$ cat config.mk
export PLATFORM = sky130hd
export DESIGN_NAME = crc_checked_register_command_frame_core_flat
export DESIGN_NICKNAME = d
export VERILOG_FILES = /design/src/rtl/core/crccf_pkg.sv /design/src/rtl/core/crccf_if.sv /design/src/rtl/core/crccf_front.sv /design/src/rtl/core/crccf_queue.sv /design/src/rtl/core/crccf_back.sv /design/src/rtl/core/crc_checked_register_command_frame_core.sv /design/src/flat_wrapper.sv
export SDC_FILE = /design/constraint.sdc
export NUM_CORES = 1
export LEC_CHECK = 0
export BUFFER_PORTS_ARGS = -buffer_cell sky130_fd_sc_hd__buf_2
export CAP_MARGIN = 20
export CORE_AREA = 2 2 201 203
export CTS_CLUSTER_SIZE = 30
export DETAILED_ROUTE_END_ITERATION = 10
export DIE_AREA = 0 0 203 205
export SKIP_CTS_REPAIR_TIMING = 1
export SLEW_MARGIN = 10
export SYNTH_ARGS = -nofsm -noshare
export SYNTH_HDL_FRONTEND = slang
export SYNTH_HIERARCHICAL = 1
export SYNTH_SLANG_ARGS = --single-unit
$ cat constraint.sdc
create_clock -name clk_i -period 4.9 [get_ports clk_i]
set_clock_uncertainty 0.2 [all_clocks]
set_input_delay 0.245 -clock clk_i [delete_from_list [all_inputs] [get_ports clk_i]]
set_output_delay 0.245 -clock clk_i [all_outputs]
set_load 0.01 [all_outputs]
$ cat src/rtl/core/crccf_pkg.sv
`timescale 1ns / 1ps
// ----------------------------------------------------------------------------
// crccf_pkg
// Types, constants and the CRC-16/X.25 byte update shared by the frame core.
// ----------------------------------------------------------------------------
package crccf_pkg;

  // CRC-16/X.25: reflected polynomial, all-ones start, final complement.
  localparam logic [15:0] CrcPoly = 16'h8408;
  localparam logic [15:0] CrcInit = 16'hFFFF;

  // Reply codes.
  localparam logic [7:0] AckByte   = 8'h05;
  localparam logic [7:0] NackByte  = 8'h15;
  localparam logic [7:0] EmptyByte = 8'hFF;

  // Operation codes.
  localparam logic [7:0] OpRead  = 8'd1;
  localparam logic [7:0] OpWrite = 8'd2;

  // Selector codes.
  localparam logic [7:0] SelVersion = 8'd0;
  localparam logic [7:0] SelTime    = 8'd1;
  localparam logic [7:0] SelDate    = 8'd2;
  localparam logic [7:0] SelAlarm   = 8'd3;

  // Register reset values.
  localparam logic [7:0] VersionReset  = 8'd1;
  localparam logic [7:0] RevisionReset = 8'd2;

  // Frame layout: byte positions counted from zero.
  localparam int unsigned FrameLen = 7;
  localparam int unsigned BodyLen  = 5;
  localparam logic [2:0]  PosOp    = 3'd0;
  localparam logic [2:0]  PosSel   = 3'd1;
  localparam logic [2:0]  PosPay0  = 3'd2;
  localparam logic [2:0]  PosPay1  = 3'd3;
  localparam logic [2:0]  PosPay2  = 3'd4;
  localparam logic [2:0]  PosCrcLo = 3'd5;
  localparam logic [2:0]  PosCrcHi = 3'd6;

  // Default depth of the command queue between front and back.
  localparam int unsigned CmdQueueDepth = 2;

  // One checked command, as handed from the front to the back.
  typedef struct packed {
    logic            crc_ok;
    logic [7:0]      op;
    logic [7:0]      sel;
    logic [2:0][7:0] pay;
  } cmd_t;

  // Back-end sequencer states.
  typedef enum logic {
    BIdle,
    BSend
  } back_state_e;

  // Advance the CRC by one byte, least significant bit first.
  function automatic logic [15:0] crc_byte(input logic [15:0] acc, input logic [7:0] data);
    logic [15:0] a;
    a = acc;
    for (int b = 0; b < 8; b++) begin
      if (a[0] ^ data[b]) begin
        a = (a >> 1) ^ CrcPoly;
      end else begin
        a = a >> 1;
      end
    end
    return a;
  endfunction

endpackage

$ cat src/rtl/core/crccf_if.sv
`timescale 1ns / 1ps
// ----------------------------------------------------------------------------
// crccf_if
// Valid/ready byte channels: the receive side and the transmit side.
// ----------------------------------------------------------------------------

// Received byte channel.
interface crccf_rx_if;
  logic       valid;
  logic       ready;
  logic [7:0] rx_byte;

  modport source (output valid, output rx_byte, input ready);
  modport sink (input valid, input rx_byte, output ready);
endinterface

// Transmit byte channel; last_byte marks the end of a reply run.
interface crccf_tx_if;
  logic       valid;
  logic       ready;
  logic [7:0] tx_byte;
  logic       last_byte;

  modport source (output valid, output tx_byte, output last_byte, input ready);
  modport sink (input valid, input tx_byte, input last_byte, output ready);
endinterface

$ cat src/rtl/core/crccf_front.sv
`timescale 1ns / 1ps
// ----------------------------------------------------------------------------
// crccf_front
// Collects seven-byte frames, runs the CRC as bytes arrive and pushes one
// checked command per frame into the command queue.
// ----------------------------------------------------------------------------
module crccf_front (
  input  logic              clk_i,
  input  logic              rst_ni,
  crccf_rx_if.sink          rx_i,
  output crccf_pkg::cmd_t   cmd_o,
  output logic              push_o,
  input  logic              full_i
);
  import crccf_pkg::*;

  logic [2:0]      count_q, count_d;
  logic [15:0]     crc_q, crc_d;
  logic [7:0]      op_q, sel_q, crc_lo_q;
  logic [2:0][7:0] pay_q;
  logic            take;
  logic            last_pos;

  // The seventh byte waits only when the queue has no room for its command.
  assign last_pos     = (count_q == PosCrcHi);
  assign rx_i.ready   = !(last_pos && full_i);
  assign take         = rx_i.valid && rx_i.ready;
  assign push_o       = take && last_pos;

  // The finished command: CRC bytes arrive low first and are compared whole.
  always_comb begin
    cmd_o.crc_ok = ({rx_i.rx_byte, crc_lo_q} == ~crc_q);
    cmd_o.op     = op_q;
    cmd_o.sel    = sel_q;
    cmd_o.pay    = pay_q;
  end

  // Byte position and running CRC.
  always_comb begin
    count_d = count_q;
    crc_d   = crc_q;
    if (take) begin
      if (last_pos) begin
        count_d = '0;
      end else begin
        count_d = count_q + 3'd1;
      end
      if (count_q == PosOp) begin
        crc_d = crc_byte(CrcInit, rx_i.rx_byte);
      end else if (count_q < PosCrcLo) begin
        crc_d = crc_byte(crc_q, rx_i.rx_byte);
      end
    end
  end

  always_ff @(posedge clk_i or negedge rst_ni) begin
    if (!rst_ni) begin
      count_q <= '0;
    end else begin
      count_q <= count_d;
    end
  end

  // Frame bytes and CRC state need no reset.
  always_ff @(posedge clk_i) begin
    crc_q <= crc_d;
    if (take) begin
      unique case (count_q)
        PosOp:    op_q     <= rx_i.rx_byte;
        PosSel:   sel_q    <= rx_i.rx_byte;
        PosPay0:  pay_q[0] <= rx_i.rx_byte;
        PosPay1:  pay_q[1] <= rx_i.rx_byte;
        PosPay2:  pay_q[2] <= rx_i.rx_byte;
        PosCrcLo: crc_lo_q <= rx_i.rx_byte;
        default: begin
        end
      endcase
    end
  end

endmodule

$ cat src/rtl/core/crccf_queue.sv
`timescale 1ns / 1ps
// ----------------------------------------------------------------------------
// crccf_queue
// Short first-in first-out queue of checked commands between the front and
// the back, so that each side stalls on its own.
// ----------------------------------------------------------------------------
module crccf_queue #(
  parameter int unsigned Depth = crccf_pkg::CmdQueueDepth
) (
  input  logic            clk_i,
  input  logic            rst_ni,
  input  crccf_pkg::cmd_t cmd_i,
  input  logic            push_i,
  output logic            full_o,
  output crccf_pkg::cmd_t cmd_o,
  output logic            valid_o,
  input  logic            pop_i
);
  import crccf_pkg::*;

  localparam int unsigned PtrW = (Depth > 1) ? $clog2(Depth) : 1;
  localparam int unsigned CntW = $clog2(Depth + 1);
  localparam logic [PtrW-1:0] LastPtr = PtrW'(Depth - 1);

  cmd_t            entry_q [Depth];
  logic [PtrW-1:0] wr_ptr_q, rd_ptr_q;
  logic [CntW-1:0] fill_q;
  logic            do_push, do_pop;

  assign full_o  = (fill_q == CntW'(Depth));
  assign valid_o = (fill_q != '0);
  assign cmd_o   = entry_q[rd_ptr_q];
  assign do_push = push_i && !full_o;
  assign do_pop  = pop_i && valid_o;

  // Pointers and fill level.
  always_ff @(posedge clk_i or negedge rst_ni) begin
    if (!rst_ni) begin
      wr_ptr_q <= '0;
      rd_ptr_q <= '0;
      fill_q   <= '0;
    end else begin
      if (do_push) begin
        wr_ptr_q <= (wr_ptr_q == LastPtr) ? '0 : wr_ptr_q + PtrW'(1);
      end
      if (do_pop) begin
        rd_ptr_q <= (rd_ptr_q == LastPtr) ? '0 : rd_ptr_q + PtrW'(1);
      end
      if (do_push && !do_pop) begin
        fill_q <= fill_q + CntW'(1);
      end else if (do_pop && !do_push) begin
        fill_q <= fill_q - CntW'(1);
      end
    end
  end

  // Entry storage.
  always_ff @(posedge clk_i) begin
    if (do_push) begin
      entry_q[wr_ptr_q] <= cmd_i;
    end
  end

endmodule

$ cat src/rtl/core/crccf_back.sv
`timescale 1ns / 1ps
// ----------------------------------------------------------------------------
// crccf_back
// Carries out checked commands: answers NACK or ACK, updates the register
// file, and sends the five response bytes followed by their CRC.
// ----------------------------------------------------------------------------
module crccf_back (
  input  logic            clk_i,
  input  logic            rst_ni,
  input  crccf_pkg::cmd_t cmd_i,
  input  logic            cmd_valid_i,
  output logic            pop_o,
  crccf_tx_if.source      tx_o
);
  import crccf_pkg::*;

  back_state_e     state_q, state_d;
  logic [2:0]      idx_q, idx_d;
  logic [15:0]     crc_q, crc_d;
  logic            tx_valid_q, tx_valid_d;
  logic [7:0]      tx_byte_q, tx_byte_d;
  logic            last_q, last_d;
  logic            slot_free, load, run;

  logic [7:0]      ver_q, ver_d, rev_q, rev_d;
  logic [2:0][7:0] time_q, time_d, date_q, date_d, alarm_q, alarm_d;
  logic [4:0][7:0] resp_q, resp_d;

  assign tx_o.valid     = tx_valid_q;
  assign tx_o.tx_byte   = tx_byte_q;
  assign tx_o.last_byte = last_q;

  // The output register can take a new request when empty or being drained.
  assign slot_free = !tx_valid_q || tx_o.ready;
  assign pop_o     = (state_q == BIdle) && cmd_valid_i && slot_free;

  // Sequencer: one reply byte per free output slot.
  always_comb begin
    state_d   = state_q;
    idx_d     = idx_q;
    crc_d     = crc_q;
    load      = 1'b0;
    run       = 1'b0;
    tx_byte_d = tx_byte_q;
    last_d    = last_q;
    unique case (state_q)
      BIdle: begin
        if (pop_o) begin
          load = 1'b1;
          if (cmd_i.crc_ok) begin
            tx_byte_d = AckByte;
            last_d    = 1'b0;
            run       = 1'b1;
            idx_d     = '0;
            crc_d     = CrcInit;
            state_d   = BSend;
          end else begin
            tx_byte_d = NackByte;
            last_d    = 1'b1;
          end
        end
      end
      BSend: begin
        if (slot_free) begin
          load  = 1'b1;
          idx_d = idx_q + 3'd1;
          if (idx_q < PosCrcLo) begin
            tx_byte_d = resp_q[idx_q];
            last_d    = 1'b0;
            crc_d     = crc_byte(crc_q, resp_q[idx_q]);
          end else if (idx_q == PosCrcLo) begin
            tx_byte_d = ~crc_q[7:0];
            last_d    = 1'b0;
          end else begin
            tx_byte_d = ~crc_q[15:8];
            last_d    = 1'b1;
            state_d   = BIdle;
          end
        end
      end
      default: begin
        state_d = BIdle;
      end
    endcase
    if (load) begin
      tx_valid_d = 1'b1;
    end else if (tx_o.ready) begin
      tx_valid_d = 1'b0;
    end else begin
      tx_valid_d = tx_valid_q;
    end
  end

  // Command execution: response store and register updates.
  always_comb begin
    ver_d   = ver_q;
    rev_d   = rev_q;
    time_d  = time_q;
    date_d  = date_q;
    alarm_d = alarm_q;
    resp_d  = resp_q;
    if (run) begin
      if (cmd_i.op == OpRead) begin
        resp_d[0] = cmd_i.op;
        resp_d[1] = cmd_i.sel;
        unique case (cmd_i.sel)
          SelVersion: begin
            resp_d[2] = ver_q;
            resp_d[3] = rev_q;
            resp_d[4] = EmptyByte;
          end
          SelTime:  resp_d[4:2] = time_q;
          SelDate:  resp_d[4:2] = date_q;
          SelAlarm: resp_d[4:2] = alarm_q;
          default: begin
          end
        endcase
      end else if (cmd_i.op == OpWrite) begin
        resp_d = {cmd_i.pay, cmd_i.sel, cmd_i.op};
        unique case (cmd_i.sel)
          SelVersion: begin
            ver_d = cmd_i.pay[0];
            rev_d = cmd_i.pay[1];
          end
          SelTime:  time_d  = cmd_i.pay;
          SelDate:  date_d  = cmd_i.pay;
          SelAlarm: alarm_d = cmd_i.pay;
          default: begin
          end
        endcase
      end
    end
  end

  // Control state and the register file.
  always_ff @(posedge clk_i or negedge rst_ni) begin
    if (!rst_ni) begin
      state_q    <= BIdle;
      tx_valid_q <= 1'b0;
      ver_q      <= VersionReset;
      rev_q      <= RevisionReset;
      time_q     <= '0;
      date_q     <= '0;
      alarm_q    <= '0;
      resp_q     <= '0;
    end else begin
      state_q    <= state_d;
      tx_valid_q <= tx_valid_d;
      ver_q      <= ver_d;
      rev_q      <= rev_d;
      time_q     <= time_d;
      date_q     <= date_d;
      alarm_q    <= alarm_d;
      resp_q     <= resp_d;
    end
  end

  // Reply payload and byte sequencing state.
  always_ff @(posedge clk_i) begin
    idx_q     <= idx_d;
    crc_q     <= crc_d;
    tx_byte_q <= tx_byte_d;
    last_q    <= last_d;
  end

endmodule

$ cat src/rtl/core/crc_checked_register_command_frame_core.sv
`timescale 1ns / 1ps
// ----------------------------------------------------------------------------
// crc_checked_register_command_frame_core
// Receives seven-byte command frames protected by CRC-16/X.25 and answers
// each with NACK, or with ACK and a seven-byte response carrying its own CRC.
//
//   Channel  Direction  Payload               Request
//   rx_i     in         rx_byte[7:0]          one received byte
//   tx_o     out        tx_byte[7:0], last    one reply byte
//
// The front takes one byte per cycle; only the seventh byte of a frame waits,
// and only while the command queue is full.
// A bad frame gives one NACK byte; a good frame gives eight reply bytes, one
// per cycle while tx_o is ready, the first in the cycle after the back takes it.
// The back sequencer handles one command at a time; the queue holds the rest.
// Reset is asynchronous and active low and needs no clearing pass.
// ----------------------------------------------------------------------------
module crc_checked_register_command_frame_core #(
  parameter int unsigned QueueDepth = crccf_pkg::CmdQueueDepth
) (
  input  logic        clk_i,
  input  logic        rst_ni,
  crccf_rx_if.sink    rx_i,
  crccf_tx_if.source  tx_o
);
  import crccf_pkg::*;

  cmd_t push_cmd, pop_cmd;
  logic push, full, cmd_valid, pop;

  // Frame assembly and CRC check.
  crccf_front u_front (
    .clk_i  (clk_i),
    .rst_ni (rst_ni),
    .rx_i   (rx_i),
    .cmd_o  (push_cmd),
    .push_o (push),
    .full_i (full)
  );

  // Command queue.
  crccf_queue #(
    .Depth (QueueDepth)
  ) u_queue (
    .clk_i   (clk_i),
    .rst_ni  (rst_ni),
    .cmd_i   (push_cmd),
    .push_i  (push),
    .full_o  (full),
    .cmd_o   (pop_cmd),
    .valid_o (cmd_valid),
    .pop_i   (pop)
  );

  // Execution and reply.
  crccf_back u_back (
    .clk_i       (clk_i),
    .rst_ni      (rst_ni),
    .cmd_i       (pop_cmd),
    .cmd_valid_i (cmd_valid),
    .pop_o       (pop),
    .tx_o        (tx_o)
  );

endmodule

$ cat src/flat_wrapper.sv
// flat-port wrapper written by rule: the top's interface ports become plain ports
module crc_checked_register_command_frame_core_flat import crccf_pkg::*;
#(
  parameter int unsigned QueueDepth = crccf_pkg::CmdQueueDepth
)
  (clk_i, rst_ni, rx_i_valid, rx_i_rx_byte, rx_i_ready, tx_o_valid, tx_o_tx_byte, tx_o_last_byte, tx_o_ready);
  crccf_rx_if rx_i_i ();
  crccf_tx_if tx_o_i ();
  input  logic clk_i;
  input  logic rst_ni;
  input wire logic [$bits(rx_i_i.valid)-1:0] rx_i_valid;
  input wire logic [$bits(rx_i_i.rx_byte)-1:0] rx_i_rx_byte;
  output wire logic [$bits(rx_i_i.ready)-1:0] rx_i_ready;
  output wire logic [$bits(tx_o_i.valid)-1:0] tx_o_valid;
  output wire logic [$bits(tx_o_i.tx_byte)-1:0] tx_o_tx_byte;
  output wire logic [$bits(tx_o_i.last_byte)-1:0] tx_o_last_byte;
  input wire logic [$bits(tx_o_i.ready)-1:0] tx_o_ready;
  assign rx_i_i.valid = rx_i_valid;
  assign rx_i_i.rx_byte = rx_i_rx_byte;
  assign rx_i_ready = rx_i_i.ready;
  assign tx_o_valid = tx_o_i.valid;
  assign tx_o_tx_byte = tx_o_i.tx_byte;
  assign tx_o_last_byte = tx_o_i.last_byte;
  assign tx_o_i.ready = tx_o_ready;
  crc_checked_register_command_frame_core #(.QueueDepth(QueueDepth)) u_core (.clk_i(clk_i), .rst_ni(rst_ni), .rx_i(rx_i_i), .tx_o(tx_o_i));
endmodule
==> results summary <==
The H-tree was split into 2 levels. The type of the worst setup path is register to register. The number of buffers and inverters on the critical path is 1.

The delay of the slowest critical-path stage came out at 850 ps. STA classifies the critical path endpoint as a register. The placed wire-length estimate after detailed placement is 19900 um. The clock insertion delay at the later pin of the skew report is 520 ps. The worst hold path belongs to the class input pin to register. For this configuration, the core starts out at a cell density of 35.8%.

The detail route stage leaves a number of antenna-violating nets equal to 0. The worst setup slack after placement is 1050 ps. Global routing consumed, over all layers together, 14.7% of the routing resources. The post-synth net total is 1013.

The number of placed instances, taps included, is 1514. Counting every sink on the clock net gives 311. The filler cell count in the final layout came out at 3625. The detailed-route DRC error count is 0.

Setup repair after global routing left no endpoint under its margin. In this run, the number of DRC markers left after iteration 0 of detailed routing was 442. For this run, the post-layout net count is 1051. The library cell used most frequently in the layout, excluding fill and tap cells, is sky130_fd_sc_hd__edfxtp_1.

The average size of a mapped cell came out at 14.1 sq um. The die is 205 um tall. The clock buffer count from CTS is 34. The sum of negative setup slack came out at 0 ps. The total congestion overflow is 0. The congestion estimate from routability-driven global placement came to 0.796. The number of synthesized flops with an enable pin came out at 174. The sequential cells in the finished layout cover a total of 8660 sq um. The length of the first detailed-routing pass in iterations is 6. The die covers 41600 sq um. The wire length of the first global-routing pass came out at 47400 um. The number of port buffers came out at 22. No sink is reached through more buffers than the 3 on the longest clock path. The area growth from synthesis to layout came out at 13.5%.

The maximum number of pins on one net before global-route repair is 94. The area of the core came out at 39400 sq um. The worst pin sits at a relative slew slack of 33.4%. The required time at the worst-slack endpoint came out at 5140 ps. Cells with a size suffix above 1 make up 24.0% of the layout.

The number of standard cells in the final layout excluding fillers is 1586. The ratio of final minimum period to clock period came out at 79.4%. STA classifies the critical path startpoint as a register. The standby leakage power came out at 0.00651 uW. In the layout the commonest cells are sky130_fd_sc_hd__edfxtp_1 (174), sky130_fd_sc_hd__dfrtp_1 (134), sky130_fd_sc_hd__mux2_2 (92), sky130_fd_sc_hd__nor2_1 (79), sky130_fd_sc_hd__nand2_1 (48). The worst path arrival time is 4130 ps. The detailed-route via count is 7895.

The worst hold path cell count is 4. The critical path runs through a total of 7 cells. On the critical path the largest part of the delay comes from compound AO/OA/AOI/OAI gates. The sum of routed wire length over all layers came out at 29600 um. The number of primary I/O pins came out at 23. The repair_antennas step left the layout with diodes totalling 0. The via count of the first global-routing pass is 8018. The number of antenna violations at the first check in global routing came out at 0. The ratio of total power to cell area came out at 552 nW/um^2. The final core utilization came out at 40.6%.

The signal on the critical path passes through buf_4, mux2_4, nor2b_1, nand4_1, a21oi_2, nor2_1, a31oi_1. On the critical path, the stage with the largest delay is an instance of sky130_fd_sc_hd__a21oi_2. For this run, the leading register cell type out of synthesis is sky130_fd_sc_hd__edfxtp_1. In this run the core area contains 73 standard-cell rows. The worst-case setup margin in the final layout is 1010 ps.

The die is 203 um wide. Setup violations remaining at the end of the flow were counted as 0. The ratio of routed vias to standard cells came out at 4.98.

The synthesized flop and latch total came out at 311. Final hold analysis gives a worst-case slack of -30.3 ps. The number of instances in the synthesized netlist is 997. The clock tree from TritonCTS is done. The number of maximum-capacitance constraint violations came out at 0. The final number of max-transition violations is 0. The minimum clock period is 3890 ps.

The flow ran to the end, but the final reports show violations. The register clock-pin slew on the reported worst setup and hold paths came out at 60 ps. For the worst flop-to-flop path, the logic depth is 7. The maximum operating frequency came out at 257 MHz. The netlist area before placement came out at 14100 sq um. The multi-input combinational cell area came out at 5140 sq um.

The biggest fanout along the worst timing path is 24. The sequential fraction of the synthesis area came out at 61.4%. The share of flip-flops with an asynchronous set or reset is 44.1%. The number of distinct library cells after synthesis came out at 68. After detailed routing, the average wire length per cell comes to 18.6 um. The final hold violation count came out at 1. The number of warnings issued by yosys came out at 6. The transition time at the pin with the least slew margin is 999 ps. The maximum VDD drop is 401 uV.

The final reports fail on negative hold slack. The root buffer cell chosen for the clock tree is sky130_fd_sc_hd__clkbuf_16.
power breakdown:
| part | leakage [uW] | switching [uW] | internal [uW] |
|---|---|---|---|
| registers | 0.00347 | 404 | 3340 |
| clock network | 0.000558 | 1050 | 1530 |
| logic | 0.00248 | 1380 | 1130 |
sequential cells by signal, indices dropped and copies added (netlist names), 2 cells and up:
register,flops
u_core/u_back/time_q,24
u_core/u_back/crc_q,16
u_core/u_back/date_q,24
u_core/u_back/resp_q,40
u_core/u_queue/entry_q,82
u_core/u_back/alarm_q,24
u_core/u_front/sel_q,8
u_core/u_back/tx_o.tx_byte,8
u_core/u_front/cmd_o,24
u_core/u_front/crc_q,16
u_core/u_back/ver_q,8
u_core/u_queue/fill_q,2
u_core/u_front/count_q,3
u_core/u_front/crc_lo_q,8
u_core/u_back/idx_q,3
u_core/u_front/op_q,8
u_core/u_back/rev_q,8
metrics by stage:
step | instance area (sq um) | total power (uW)
after floorplan | 14100 | 5700
after global placement | 14800 | 6260
after detailed placement | 14800 | 6310
after CTS | 15900 | 8930
after global routing | 16000 | 9340
final | 16000 | 8830
worst paths after layout:
check | start | endpoint | slack (ps)
min | tx_o_ready | u_core/u_back/state_q$_DFF_PN0_ | -30
max | u_core/u_queue/rd_ptr_q$_DFFE_PN0P_ | u_core/u_back/resp_q[29]$_DFFE_PN0P_ | 1010
max in group asynchronous | rst_ni | u_core/u_back/rev_q[1]$_DFFE_PN1P_ | 3130
min in group asynchronous | rst_ni | u_core/u_back/time_q[17]$_DFFE_PN0P_ | 150
min reg2reg | u_core/u_front/sel_q[5]$_DFFE_PP_ | u_core/u_queue/entry_q[1][29]$_DFFE_PP_ | 240
max reg2reg | u_core/u_queue/rd_ptr_q$_DFFE_PN0P_ | u_core/u_back/resp_q[29]$_DFFE_PN0P_ | 1010
routing by layer:
metal  track usage, %  share of wire [%]  vias to the layer above
met2             24.2                 48                      141
met1             20.4                 47                     3979
met5                0                  0                        -
met4             3.55                1.4                        0
met3             2.35                3.6                       29
li1                 -                  -                     3746
synth_stat cells, types with 7 or more instances:
| cell type | instances | area share, % |
|---|---|---|
| sky130_fd_sc_hd__a211oi_1 | 8 | 0.43 |
| sky130_fd_sc_hd__a21oi_1 | 31 | 1.1 |
| sky130_fd_sc_hd__a31oi_1 | 13 | 0.58 |
| sky130_fd_sc_hd__buf_2 | 16 | 0.57 |
| sky130_fd_sc_hd__clkbuf_1 | 25 | 0.67 |
| sky130_fd_sc_hd__dfrtp_1 | 135 | 24 |
| sky130_fd_sc_hd__edfxtp_1 | 174 | 37 |
| sky130_fd_sc_hd__mux2_1 | 15 | 1.2 |
| sky130_fd_sc_hd__mux2_2 | 92 | 7.4 |
| sky130_fd_sc_hd__mux2_4 | 39 | 4.2 |
| sky130_fd_sc_hd__mux2i_1 | 37 | 2.6 |
| sky130_fd_sc_hd__nand2_1 | 48 | 1.3 |
| sky130_fd_sc_hd__nand2b_1 | 19 | 0.84 |
| sky130_fd_sc_hd__nand3b_1 | 9 | 0.48 |
| sky130_fd_sc_hd__nor2_1 | 80 | 2.1 |
| sky130_fd_sc_hd__nor2b_1 | 20 | 0.89 |
| sky130_fd_sc_hd__o21ai_0 | 21 | 0.75 |
| sky130_fd_sc_hd__o221ai_1 | 10 | 0.62 |
| sky130_fd_sc_hd__o31ai_1 | 7 | 0.37 |
| sky130_fd_sc_hd__xnor2_1 | 33 | 2.1 |
| sky130_fd_sc_hd__xor2_1 | 37 | 2.3 |
cells by family after synthesis:
logic type / Yosys count / share of synthesized area [%]
simple gates: 230 / 8.34
flops: 311 / 61.4
mux: 187 / 16.0
buf+inv: 56 / 2.20
fa+ha+maj: 4 / 0.355
compound gates: 130 / 6.19
xor+xnor: 79 / 5.53
worst reg2reg max path: stages, from the launching register on:
cell,delay [ps]
sky130_fd_sc_hd__dfrtp_2,840
sky130_fd_sc_hd__buf_4,470
sky130_fd_sc_hd__mux2_4,370
sky130_fd_sc_hd__nor2b_1,200
sky130_fd_sc_hd__nand4_1,580
sky130_fd_sc_hd__a21oi_2,850
sky130_fd_sc_hd__nor2_1,100
sky130_fd_sc_hd__a31oi_1,180
layout make-up:
class                      instances  share of cell area, %
inverter                           5                  0.117
sequential                       311                   54.1
clock inverter                    20                   1.28
tap                              525                   4.11
timing repair buffer              53                   2.42
multi-input combinational        630                   32.1
clock buffer                      42                   5.84
Power figures use the tool's default switching activity.
